<file path="src/rtl/core/connection_slot_pool_with_timeouts_defines.svh">
// ----------------------------------------------------------------------------
// Connection slot pool assertion macros
// Shared concurrent assertion forms for the slot pool RTL.
// ----------------------------------------------------------------------------
`ifndef CONNECTION_SLOT_POOL_WITH_TIMEOUTS_DEFINES_SVH
`define CONNECTION_SLOT_POOL_WITH_TIMEOUTS_DEFINES_SVH

// Same-cycle implication, disabled while reset is asserted
`define CSP_ASSERT_NOW(name, clk, rst_n, ante, cons, msg) \
	name: assert property (@(posedge clk) disable iff (!rst_n) (ante) |-> (cons)) \
		else $error(msg);

// Next-cycle implication, disabled while reset is asserted
`define CSP_ASSERT_NEXT(name, clk, rst_n, ante, cons, msg) \
	name: assert property (@(posedge clk) disable iff (!rst_n) (ante) |=> (cons)) \
		else $error(msg);

`endif

</file>
<file path="src/rtl/core/csp_pkg.sv">
// ----------------------------------------------------------------------------
// Connection slot pool package
// Types, codes and reset values shared by the slot cells and the controller.
// ----------------------------------------------------------------------------
`timescale 1ns / 1ps

package csp_pkg;

	// Default pool depth and sweep result cap
	localparam int POOL_SIZE_DEF = 16;
	localparam int MAX_RESULTS   = 16;
	localparam int TIME_W        = 32;
	localparam int CNT_W         = 5;

	// Register reset values
	localparam logic [CNT_W-1:0]  MAX_CONN_RST     = 5'd16;
	localparam logic [TIME_W-1:0] IDLE_TIMEOUT_RST = 32'd30;
	localparam logic [TIME_W-1:0] MAX_AGE_RST      = 32'd300;

	// Command codes carried on the input tuser
	typedef enum logic [1:0] {
		CMD_ALLOC   = 2'd0,
		CMD_RELEASE = 2'd1,
		CMD_TOUCH   = 2'd2,
		CMD_SWEEP   = 2'd3
	} cmd_t;

	// Result status codes carried on the output tuser
	typedef enum logic [1:0] {
		STS_OK           = 2'd0,
		STS_FULL         = 2'd1,
		STS_NOT_ACTIVE   = 2'd2,
		STS_NONE_EXPIRED = 2'd3
	} status_t;

	// Per-slot life cycle
	typedef enum logic [1:0] {
		SLOT_IDLE    = 2'd0,
		SLOT_ACTIVE  = 2'd1,
		SLOT_CLOSING = 2'd2
	} slot_state_t;

	// Configuration register indexes
	typedef enum logic [1:0] {
		REG_MAX_CONN     = 2'd0,
		REG_IDLE_TIMEOUT = 2'd1,
		REG_MAX_AGE      = 2'd2
	} reg_idx_t;

	// Update applied to a selected cell
	typedef enum logic [1:0] {
		OP_NOP   = 2'd0,
		OP_ALLOC = 2'd1,
		OP_CLOSE = 2'd2,
		OP_TOUCH = 2'd3
	} cell_op_t;

	// Controller states
	typedef enum logic [1:0] {
		CS_IDLE  = 2'd0,
		CS_EXEC  = 2'd1,
		CS_SWEEP = 2'd2,
		CS_FIN   = 2'd3
	} ctl_state_t;

	// Broadcast control from the controller to every cell
	typedef struct packed {
		cell_op_t op;
		logic     adv;
		logic     clr;
	} cell_ctl_t;

	// Status reported by one cell
	typedef struct packed {
		slot_state_t state;
		logic        expired;
		logic        tok;
	} cell_stat_t;

endpackage

</file>
<file path="src/rtl/core/csp_cell.sv">
// ----------------------------------------------------------------------------
// Connection slot pool cell
// Holds one slot: life cycle state, free-list link, time stamps and the sweep
// token, which it hands to the next cell when the controller advances.
// ----------------------------------------------------------------------------
`timescale 1ns / 1ps

module csp_cell #(
	parameter int POOL_SIZE = csp_pkg::POOL_SIZE_DEF,
	parameter int IDX       = 0
) (
	input  logic                          clk,
	input  logic                          arst_n,
	input  csp_pkg::cell_ctl_t            ctl,
	input  logic                          sel,
	input  logic                          tok_in,
	input  logic [$clog2(POOL_SIZE+1)-1:0] link_in,
	input  logic [csp_pkg::TIME_W-1:0]    now,
	input  logic [csp_pkg::TIME_W-1:0]    idle_timeout,
	input  logic [csp_pkg::TIME_W-1:0]    max_age,
	output csp_pkg::cell_stat_t           stat,
	output logic [$clog2(POOL_SIZE+1)-1:0] link
);

	localparam int LW = $clog2(POOL_SIZE + 1);

	csp_pkg::slot_state_t        state_q;
	logic [LW-1:0]               link_q;
	logic                        tok_q;
	logic [csp_pkg::TIME_W-1:0]  lat_q;
	logic [csp_pkg::TIME_W-1:0]  cre_q;
	logic [csp_pkg::TIME_W-1:0]  idle_age;
	logic [csp_pkg::TIME_W-1:0]  life_age;

	// Ages wrap modulo the time stamp width
	assign idle_age = now - lat_q;
	assign life_age = now - cre_q;

	// Report state; expiry counts only while this cell holds the token
	assign stat.state   = state_q;
	assign stat.tok     = tok_q;
	assign stat.expired = tok_q && (state_q == csp_pkg::SLOT_ACTIVE) &&
		((idle_age > idle_timeout) || (life_age > max_age));
	assign link         = link_q;

	// Update state, link and token
	always_ff @(posedge clk or negedge arst_n) begin
		if (!arst_n) begin
			state_q <= csp_pkg::SLOT_IDLE;
			link_q  <= LW'(IDX + 1);
			tok_q   <= 1'b0;
		end else begin
			if (ctl.clr) begin
				tok_q <= 1'b0;
			end else if (ctl.adv) begin
				tok_q <= tok_in;
			end
			if (sel) begin
				unique case (ctl.op)
					csp_pkg::OP_ALLOC: begin
						state_q <= csp_pkg::SLOT_ACTIVE;
					end
					csp_pkg::OP_CLOSE: begin
						state_q <= csp_pkg::SLOT_CLOSING;
						link_q  <= link_in;
					end
					csp_pkg::OP_TOUCH: begin
					end
					csp_pkg::OP_NOP: begin
					end
				endcase
			end
		end
	end

	// Stamp activity and creation times
	always_ff @(posedge clk) begin
		if (sel) begin
			unique case (ctl.op)
				csp_pkg::OP_ALLOC: begin
					lat_q <= now;
					cre_q <= now;
				end
				csp_pkg::OP_CLOSE, csp_pkg::OP_TOUCH: begin
					lat_q <= now;
				end
				csp_pkg::OP_NOP: begin
				end
			endcase
		end
	end

endmodule

</file>
<file path="src/rtl/core/connection_slot_pool_with_timeouts.sv">
// ----------------------------------------------------------------------------
// Connection slot pool with timeouts
// Free-list slot allocator over a chain of slot cells, with a sweep token
// that walks the chain and retires idle or over-age slots.
// ----------------------------------------------------------------------------
//  channel  | direction | handshake          | contents
//  s_*      | in        | s_tvalid/s_tready  | command, slot index, time stamp
//  m_*      | out       | m_tvalid/m_tready  | status, slot, active count, last
//  cfg_*    | in        | cfg_we             | max_connections, idle/age limits
//
//  Allocate, release and touch are taken in the transfer, then CS_EXEC reads
//  the addressed cell and writes it back once the output register is free.
//  In a sweep the token steps one cell per cycle, but a second expiry waits,
//  and the token with it, while the previous result still sits in the
//  output register.
//  Reset clears every cell at once; no clearing pass is needed.
//  A stalled output holds the input side off only once the next result is due.
// ----------------------------------------------------------------------------
`timescale 1ns / 1ps
`include "connection_slot_pool_with_timeouts_defines.svh"

module connection_slot_pool_with_timeouts #(
	parameter int POOL_SIZE = csp_pkg::POOL_SIZE_DEF
) (
	input  logic        clk,
	input  logic        arst_n,
	// s_tdata: slot_index[3:0], now[35:4], zero pad[39:36]
	input  logic [39:0] s_tdata,
	// s_tuser: cmd[1:0]
	input  logic [1:0]  s_tuser,
	input  logic        s_tvalid,
	output logic        s_tready,
	// m_tdata: slot_out[3:0], active_count[8:4], zero pad[15:9]
	output logic [15:0] m_tdata,
	// m_tuser: status[1:0]
	output logic [1:0]  m_tuser,
	output logic        m_tlast,
	output logic        m_tvalid,
	input  logic        m_tready,
	input  logic        cfg_we,
	input  logic [1:0]  cfg_index,
	input  logic [31:0] cfg_wdata
);

	localparam int LW  = $clog2(POOL_SIZE + 1);
	localparam int IW  = (POOL_SIZE > 1) ? $clog2(POOL_SIZE) : 1;
	localparam int NW  = $clog2(csp_pkg::MAX_RESULTS + 1);
	localparam int CW  = csp_pkg::CNT_W;
	localparam int TW  = csp_pkg::TIME_W;

	// Controller registers
	csp_pkg::ctl_state_t state_q, state_d;
	csp_pkg::cmd_t       cmd_q, cmd_d;
	logic [3:0]          idx_q, idx_d;
	logic [TW-1:0]       now_q, now_d;
	logic [LW-1:0]       head_q, head_d;
	logic [CW-1:0]       count_q, count_d;
	logic [IW-1:0]       pos_q, pos_d;
	logic [NW-1:0]       n_q, n_d;
	logic                pend_q, pend_d;
	logic [3:0]          pend_slot_q, pend_slot_d;
	logic [CW-1:0]       pend_cnt_q, pend_cnt_d;

	// Configuration registers
	logic [CW-1:0]       maxc_q;
	logic [TW-1:0]       idle_q;
	logic [TW-1:0]       age_q;

	// Output register
	logic                m_valid_q, m_valid_d;
	csp_pkg::status_t    m_sts_q, m_sts_d;
	logic [3:0]          m_slot_q, m_slot_d;
	logic [CW-1:0]       m_cnt_q, m_cnt_d;
	logic                m_last_q, m_last_d;

	// Cell chain signals
	csp_pkg::cell_ctl_t  ctl;
	logic [POOL_SIZE-1:0] sel;
	logic [POOL_SIZE-1:0] tok_vec;
	logic [POOL_SIZE-1:0] tok_in_w;
	logic [POOL_SIZE-1:0] exp_vec;
	logic [POOL_SIZE-1:0] idx_dec;
	logic [POOL_SIZE-1:0] head_dec;
	logic                tok0;
	csp_pkg::cell_stat_t stat [POOL_SIZE];
	logic [LW-1:0]       link_vec [POOL_SIZE];

	// Read paths
	logic [1:0]          idx_state;
	logic [LW-1:0]       head_link;
	logic                idx_active;
	logic                head_null;
	logic                exp_here;
	logic                out_free;
	logic [CW-1:0]       cnt_dec;

	// Build the chain of slot cells
	genvar g;
	generate
		for (g = 0; g < POOL_SIZE; g++) begin : g_cell
			if (g == 0) begin : g_first
				assign tok_in_w[g] = tok0;
			end else begin : g_next
				assign tok_in_w[g] = tok_vec[g-1];
			end
			csp_cell #(
				.POOL_SIZE(POOL_SIZE),
				.IDX      (g)
			) u_cell (
				.clk         (clk),
				.arst_n      (arst_n),
				.ctl         (ctl),
				.sel         (sel[g]),
				.tok_in      (tok_in_w[g]),
				.link_in     (head_q),
				.now         (now_q),
				.idle_timeout(idle_q),
				.max_age     (age_q),
				.stat        (stat[g]),
				.link        (link_vec[g])
			);
			assign tok_vec[g]  = stat[g].tok;
			assign exp_vec[g]  = stat[g].expired;
			assign idx_dec[g]  = (32'(idx_q) == 32'(g));
			assign head_dec[g] = (head_q == LW'(g));
		end
	endgenerate

	// Select the addressed cell's state and the head cell's link
	always_comb begin
		idx_state = '0;
		head_link = '0;
		for (int i = 0; i < POOL_SIZE; i++) begin
			idx_state = idx_state | (stat[i].state & {2{idx_dec[i]}});
			head_link = head_link | (link_vec[i] & {LW{head_dec[i]}});
		end
	end

	assign idx_active = (idx_state == csp_pkg::SLOT_ACTIVE);
	assign head_null  = (head_q == LW'(POOL_SIZE));
	assign exp_here   = |exp_vec;
	assign out_free   = !m_valid_q || m_tready;
	assign cnt_dec    = (count_q != '0) ? (count_q - CW'(1)) : count_q;

	// Next state, cell control and result
	always_comb begin
		state_d     = state_q;
		cmd_d       = cmd_q;
		idx_d       = idx_q;
		now_d       = now_q;
		head_d      = head_q;
		count_d     = count_q;
		pos_d       = pos_q;
		n_d         = n_q;
		pend_d      = pend_q;
		pend_slot_d = pend_slot_q;
		pend_cnt_d  = pend_cnt_q;
		m_valid_d   = m_valid_q && !m_tready;
		m_sts_d     = m_sts_q;
		m_slot_d    = m_slot_q;
		m_cnt_d     = m_cnt_q;
		m_last_d    = m_last_q;
		ctl.op      = csp_pkg::OP_NOP;
		ctl.adv     = 1'b0;
		ctl.clr     = 1'b0;
		sel         = '0;
		tok0        = 1'b0;
		s_tready    = (state_q == csp_pkg::CS_IDLE);

		unique case (state_q)
			csp_pkg::CS_IDLE: begin
				cmd_d = csp_pkg::cmd_t'(s_tuser);
				idx_d = s_tdata[3:0];
				now_d = s_tdata[35:4];
				if (s_tvalid) begin
					if (csp_pkg::cmd_t'(s_tuser) == csp_pkg::CMD_SWEEP) begin
						// load the token into the first cell
						ctl.adv = 1'b1;
						tok0    = 1'b1;
						pos_d   = '0;
						n_d     = '0;
						pend_d  = 1'b0;
						state_d = csp_pkg::CS_SWEEP;
					end else begin
						state_d = csp_pkg::CS_EXEC;
					end
				end
			end

			csp_pkg::CS_EXEC: begin
				if (out_free) begin
					m_valid_d = 1'b1;
					m_last_d  = 1'b1;
					m_cnt_d   = count_q;
					state_d   = csp_pkg::CS_IDLE;
					unique case (cmd_q)
						csp_pkg::CMD_ALLOC: begin
							if ((count_q >= maxc_q) || head_null) begin
								m_sts_d  = csp_pkg::STS_FULL;
								m_slot_d = '0;
							end else begin
								// pop the head slot
								ctl.op   = csp_pkg::OP_ALLOC;
								sel      = head_dec;
								head_d   = head_link;
								count_d  = count_q + CW'(1);
								m_sts_d  = csp_pkg::STS_OK;
								m_slot_d = 4'(head_q);
								m_cnt_d  = count_q + CW'(1);
							end
						end
						csp_pkg::CMD_RELEASE, csp_pkg::CMD_TOUCH: begin
							m_slot_d = idx_q;
							if (!idx_active) begin
								m_sts_d = csp_pkg::STS_NOT_ACTIVE;
							end else begin
								m_sts_d = csp_pkg::STS_OK;
								sel     = idx_dec;
								if (cmd_q == csp_pkg::CMD_RELEASE) begin
									// push the slot back on the free stack
									ctl.op  = csp_pkg::OP_CLOSE;
									head_d  = LW'(idx_q);
									count_d = cnt_dec;
									m_cnt_d = cnt_dec;
								end else begin
									ctl.op = csp_pkg::OP_TOUCH;
								end
							end
						end
						csp_pkg::CMD_SWEEP: begin
						end
					endcase
				end
			end

			csp_pkg::CS_SWEEP: begin
				if (n_q == NW'(csp_pkg::MAX_RESULTS)) begin
					state_d = csp_pkg::CS_FIN;
				end else if (!exp_here || !pend_q || out_free) begin
					if (exp_here) begin
						// retire the token cell, hand out the previous expiry
						ctl.op      = csp_pkg::OP_CLOSE;
						sel         = tok_vec;
						head_d      = LW'(pos_q);
						count_d     = cnt_dec;
						n_d         = n_q + NW'(1);
						if (pend_q) begin
							m_valid_d = 1'b1;
							m_sts_d   = csp_pkg::STS_OK;
							m_slot_d  = pend_slot_q;
							m_cnt_d   = pend_cnt_q;
							m_last_d  = 1'b0;
						end
						pend_d      = 1'b1;
						pend_slot_d = 4'(pos_q);
						pend_cnt_d  = cnt_dec;
					end
					// advance the token one cell
					ctl.adv = 1'b1;
					pos_d   = pos_q + IW'(1);
					if (pos_q == IW'(POOL_SIZE - 1)) begin
						state_d = csp_pkg::CS_FIN;
					end
				end
			end

			csp_pkg::CS_FIN: begin
				ctl.clr = 1'b1;
				if (out_free) begin
					m_valid_d = 1'b1;
					m_last_d  = 1'b1;
					if (pend_q) begin
						m_sts_d  = csp_pkg::STS_OK;
						m_slot_d = pend_slot_q;
						m_cnt_d  = pend_cnt_q;
					end else begin
						m_sts_d  = csp_pkg::STS_NONE_EXPIRED;
						m_slot_d = '0;
						m_cnt_d  = count_q;
					end
					pend_d  = 1'b0;
					state_d = csp_pkg::CS_IDLE;
				end
			end
		endcase
	end

	// Controller state register
	always_ff @(posedge clk or negedge arst_n) begin
		if (!arst_n) begin
			state_q   <= csp_pkg::CS_IDLE;
			head_q    <= '0;
			count_q   <= '0;
			pend_q    <= 1'b0;
			n_q       <= '0;
			pos_q     <= '0;
			m_valid_q <= 1'b0;
		end else begin
			state_q   <= state_d;
			head_q    <= head_d;
			count_q   <= count_d;
			pend_q    <= pend_d;
			n_q       <= n_d;
			pos_q     <= pos_d;
			m_valid_q <= m_valid_d;
		end
	end

	// Hold the command and result payload
	always_ff @(posedge clk) begin
		cmd_q       <= cmd_d;
		idx_q       <= idx_d;
		now_q       <= now_d;
		pend_slot_q <= pend_slot_d;
		pend_cnt_q  <= pend_cnt_d;
		m_sts_q     <= m_sts_d;
		m_slot_q    <= m_slot_d;
		m_cnt_q     <= m_cnt_d;
		m_last_q    <= m_last_d;
	end

	// Configuration writes keep the low bits of the data
	always_ff @(posedge clk or negedge arst_n) begin
		if (!arst_n) begin
			maxc_q <= csp_pkg::MAX_CONN_RST;
			idle_q <= csp_pkg::IDLE_TIMEOUT_RST;
			age_q  <= csp_pkg::MAX_AGE_RST;
		end else if (cfg_we) begin
			unique case (csp_pkg::reg_idx_t'(cfg_index))
				csp_pkg::REG_MAX_CONN:     maxc_q <= cfg_wdata[CW-1:0];
				csp_pkg::REG_IDLE_TIMEOUT: idle_q <= cfg_wdata[TW-1:0];
				csp_pkg::REG_MAX_AGE:      age_q  <= cfg_wdata[TW-1:0];
				default: begin
				end
			endcase
		end
	end

	// Drive the output channel
	assign m_tvalid = m_valid_q;
	assign m_tuser  = m_sts_q;
	assign m_tlast  = m_last_q;
	assign m_tdata  = {7'b0, m_cnt_q, m_slot_q};

	// Sweep token and free-list consistency
	`CSP_ASSERT_NOW(a_tok_onehot0, clk, arst_n, 1'b1, $onehot0(tok_vec), "more than one sweep token")
	`CSP_ASSERT_NOW(a_tok_at_pos, clk, arst_n, state_q == csp_pkg::CS_SWEEP, tok_vec[pos_q], "sweep token not at position")
	`CSP_ASSERT_NOW(a_idle_no_tok, clk, arst_n, state_q == csp_pkg::CS_IDLE, tok_vec == '0, "token left after sweep")
	`CSP_ASSERT_NOW(a_pend_in_sweep, clk, arst_n, pend_q, (state_q == csp_pkg::CS_SWEEP) || (state_q == csp_pkg::CS_FIN), "pending expiry outside sweep")
	`CSP_ASSERT_NOW(a_free_not_empty, clk, arst_n, 32'(count_q) < POOL_SIZE, !head_null, "free stack empty below pool size")

endmodule
</file>
<file path="config.mk">
export PLATFORM = sky130hd
export DESIGN_NAME = connection_slot_pool_with_timeouts
export DESIGN_NICKNAME = d
export VERILOG_FILES = /design/src/rtl/core/csp_pkg.sv /design/src/rtl/core/csp_cell.sv /design/src/rtl/core/connection_slot_pool_with_timeouts.sv
export VERILOG_INCLUDE_DIRS = /design/src /design/src/rtl/core
export SDC_FILE = /design/constraint.sdc
export NUM_CORES = 2
export LEC_CHECK = 0
export BUFFER_PORTS_ARGS = -buffer_cell sky130_fd_sc_hd__buf_4
export CAP_MARGIN = 20
export CELL_PAD_IN_SITES_DETAIL_PLACEMENT = 0
export CELL_PAD_IN_SITES_GLOBAL_PLACEMENT = 1
export CORE_ASPECT_RATIO = 0.6
export CORE_UTILIZATION = 35
export CTS_CLUSTER_DIAMETER = 200
export CTS_CLUSTER_SIZE = 20
export DETAILED_ROUTE_END_ITERATION = 7
export PLACE_DENSITY = 0.61
export SETUP_SLACK_MARGIN = 0.02
export SLEW_MARGIN = 20
export SYNTH_ARGS = -nofsm -noshare
export SYNTH_HDL_FRONTEND = slang
export SYNTH_SLANG_ARGS = --single-unit
</file>
<file path="constraint.sdc">
create_clock -name clk -period 28.3 [get_ports clk]
set_input_delay 4.245 -clock clk [delete_from_list [all_inputs] [get_ports clk]]
set_output_delay 4.245 -clock clk [all_outputs]
set_load 0.01 [all_outputs]
</file>
==> impl_metrics.env <==
export IMPL_status="completed"
export IMPL_reg2reg_slack_ps=15720
export IMPL_ys_top_cells_by_area="edfxtp_1 28%, ha_1 22%, xnor2_1 5.0%"
export IMPL_numCtsBuffers=75
export IMPL_start_util_pct=35.3
export IMPL_hold_violations=0
export IMPL_max_slew_worst_pin_slew_ps=1290
export IMPL_num_fill_cells=32000
export IMPL_overflow=0
export IMPL_regArea_mm2=0.0381
export IMPL_fp_dieArea_mm2=0.331
export IMPL_intPower_w=0.00618
export IMPL_syn_area_per_cell_um2=9.64
export IMPL_firstDrtPassIters=6
export IMPL_cts_resized_gates=0
export IMPL_crit_type="reg2reg"
export IMPL_end_kind="flip-flop"
export IMPL_wire_per_inst_um=24.5
export IMPL_final_setup_viol_count=0
export IMPL_io_buffer_count=90
export IMPL_holdWs_ps=512
export IMPL_crit_fanout=33
export IMPL_route_vias_total=94700
export IMPL_holdBufCountCts=0
export IMPL_fin_cells=16700
export IMPL_slew_viol_final=0
export IMPL_synth_top_cell_area_share_pct=28.2
export IMPL_p_sw_w=0.00614
export IMPL_grt_busiest_layer="met1"
export IMPL_synth_most_common_cell="ha_1"
export IMPL_slew_headroom_pct=13.7
export IMPL_post_place_cells=16600
export IMPL_power_w=0.0123
export IMPL_hp_class="reg2reg"
export IMPL_postRouteAntennaNets=0
export IMPL_drt_total_wl_um=409000
export IMPL_die_h_um=446
export IMPL_cts_tree="yes"
export IMPL_rows=162
export IMPL_die_w_um=742
export IMPL_drt_iter0_markers=8733
export IMPL_grt_max_degree=85
export IMPL_drc=0
export IMPL_grt_usage_pct=24.0
export IMPL_synth_top_area_cell="edfxtp_1"
export IMPL_seq_power_share_pct=19.6
export IMPL_h_tree_depth=3
export IMPL_antenna_found_initial=34
export IMPL_grt_pass1_vias=89100
export IMPL_synthCells=11900
export IMPL_worst_path_max_delay_cell="nor4_1"
export IMPL_drive_gt1_share_pct=6.58
export IMPL_p_leak_nw=56.0
export IMPL_viasPerCell=5.67
export IMPL_pwr_share_clk_pct=10.4
export IMPL_rsz0062_at_grt="no"
export IMPL_post_route_period_util_pct=44.4
export IMPL_cts_max_path_buffers=3
export IMPL_ys_warn_count=0
export IMPL_synth_edf_count=1083
export IMPL_gr_usage_met3_pct=3.64
export IMPL_synth_distinct_cells=89
export IMPL_layout_nets=14400
export IMPL_drv_cap=0
export IMPL_root_buffer="clkbuf_16"
export IMPL_cts_setup_buffers=0
export IMPL_cp_arrival_ps=13230
export IMPL_clock_skew_final_ps=36.9
export IMPL_gp_congestion=0.904
export IMPL_cp_required_ps=28950
export IMPL_area_delta_synth_final_pct=9.32
export IMPL_ys_seq_area_share_pct=33.1
export IMPL_max_freq_ghz=0.0795
export IMPL_multi_input_area_mm2=0.0725
export IMPL_grt_util_met2_pct=33.3
export IMPL_irDropWorstVdd_v=0.0000685
export IMPL_ys_seq_elements=1303
export IMPL_switching_share_pct=49.8
export IMPL_core_area_mm2=0.326
export IMPL_combinationalPowerShare_pct=70.0
export IMPL_yosys_top_cells_count="2040 x ha_1, 1245 x inv_1, 1083 x edfxtp_1"
export IMPL_io_pins=102
export IMPL_period_needed_ps=12580
export IMPL_async_flop_share_pct=16.9
export IMPL_met1_usage_pct=38.3
export IMPL_clk_latency_ps=780
export IMPL_post_dp_hpwl_um=309000
export IMPL_slowest_delay_ps=880
export IMPL_startpoint_type="flip-flop"
export IMPL_clk_pin_slew_ps=90
export IMPL_setup_tns_final_ps=0
export IMPL_final_util_pct=38.6
export IMPL_ys_flop_type="edfxtp_1"
export IMPL_grt_pass1_wl_um=592000
export IMPL_cts_sinks=1303
export IMPL_power_density_mw_per_mm2=97.9
export IMPL_syn_area_mm2=0.115
per-stage QoR:
step | setup WS, ps | instance area, um2
after floorplan | 17540 | 115000
after global placement | 15940 | 123000
after detailed placement | 15930 | 123000
after CTS | 15880 | 126000
after global routing | 15180 | 126000
final | 15720 | 126000
power groups by stage:
stage | Clock (W) | Sequential (W) | Combinational [W]
2_1_floorplan | 0 | 0.00261 | 0.00566
3_3_place_gp | 0 | 0.00246 | 0.00825
3_5_place_dp | 0 | 0.00246 | 0.00848
4_1_cts | 0.00132 | 0.00242 | 0.00853
5_1_grt | 0.00137 | 0.00243 | 0.00956
6_report | 0.00128 | 0.00242 | 0.00862
worst paths after layout:
| kind | from | endpoint | cells past startpoint |
|---|---|---|---|
| max | now_q[0]$_DFFE_PP_ | g_cell[0].u_cell.link[1]$_DFFE_PN0P_ | 33 |
| min | idle_q[19]$_DFFE_PN0P_ | idle_q[19]$_DFFE_PN0P_ | 1 |
| max reg2reg | now_q[0]$_DFFE_PP_ | g_cell[0].u_cell.link[1]$_DFFE_PN0P_ | 33 |
| min reg2reg | idle_q[19]$_DFFE_PN0P_ | idle_q[19]$_DFFE_PN0P_ | 1 |
| max in group asynchronous | arst_n | g_cell[15].u_cell.link[1]$_DFFE_PN0P_ | 3 |
| min in group asynchronous | arst_n | state_q[1]$_DFFE_PN0P_ | 1 |
kinds of logic after synthesis:
| logic type | synth area share (%) |
|---|---|
| flops | 33.1 |
| fa+ha+maj | 22.7 |
| buf+inv | 4.35 |
| compound gates | 18.5 |
| mux | 2.06 |
| simple gates | 12.8 |
| other cells | 0.00326 |
| xor+xnor | 6.52 |
flip-flops by register name, indices dropped and copies added (netlist names):
signal and flops:
m_tvalid 1, idle_q 32, g_cell.u_cell.state_q 32, pend_q 1, n_q 5, state_q 2, g_cell.u_cell.lat_q 512, now_q 32
maxc_q 5, g_cell.u_cell.cre_q 512, m_cnt_q 5, g_cell.u_cell.link 80, m_slot_q 4, count_q 5, cmd_q 2, m_tlast 1
head_q 5, m_tuser 2, pend_cnt_q 5, idx_q 4, g_cell.u_cell.tok_q 16, pend_slot_q 4, pos_q 4, age_q 32
worst max-delay path: cells and delay by family, from the launching register on:
kind / cells / cell delay, ps
multiplexers: 1 / 430
AND/OR/NAND/NOR: 15 / 5470
AO/OA/AOI/OAI: 10 / 3730
adder cells (fa/ha/maj): 3 / 1030
buffers and inverters: 4 / 1240
flip-flops: 1 / 380
metal layers:
metal / share of wire (%) / wire length (um)
met1: 52 / 212000
met2: 38 / 157000
met3: 7.5 / 30700
met4: 2.4 / 9660
met5: 0.0054 / 22
cell usage in the layout, fill, tap and decap left out, drive strengths merged, types with 42 or more instances in the layout:
master	Yosys	routed
buf	22	342
a21oi	990	990
a31oi	108	108
a211o	52	52
clkbuf	56	112
nor2b	164	164
mux2	182	182
nor3	259	259
a221oi	53	53
nand2b	139	139
nand3	293	293
o21ai	512	512
dfstp	42	42
xor2	201	201
and3	154	154
xnor2	656	656
inv	1246	1249
o211ai	68	68
ha	2040	2040
dfrtp	178	178
a211oi	204	204
a21o	527	527
and2	43	43
o21bai	104	104
nand4	271	271
edfxtp	1083	1083
nand2	520	520
nor2	764	764
or3	97	97
o21a	186	186
nor4	52	52
a21boi	44	44
area by class of cell:
type	count	area share, %
repair buffers	343	2.36
diodes	9	0.0179
flip-flops and latches	1303	30.3
inverters	1246	3.72
well taps	4346	4.32
clock inverters	8	0.148
clock buffers	112	1.60
multi-input cells	9324	57.6
Note: power is estimated with default switching activity, not from simulation.
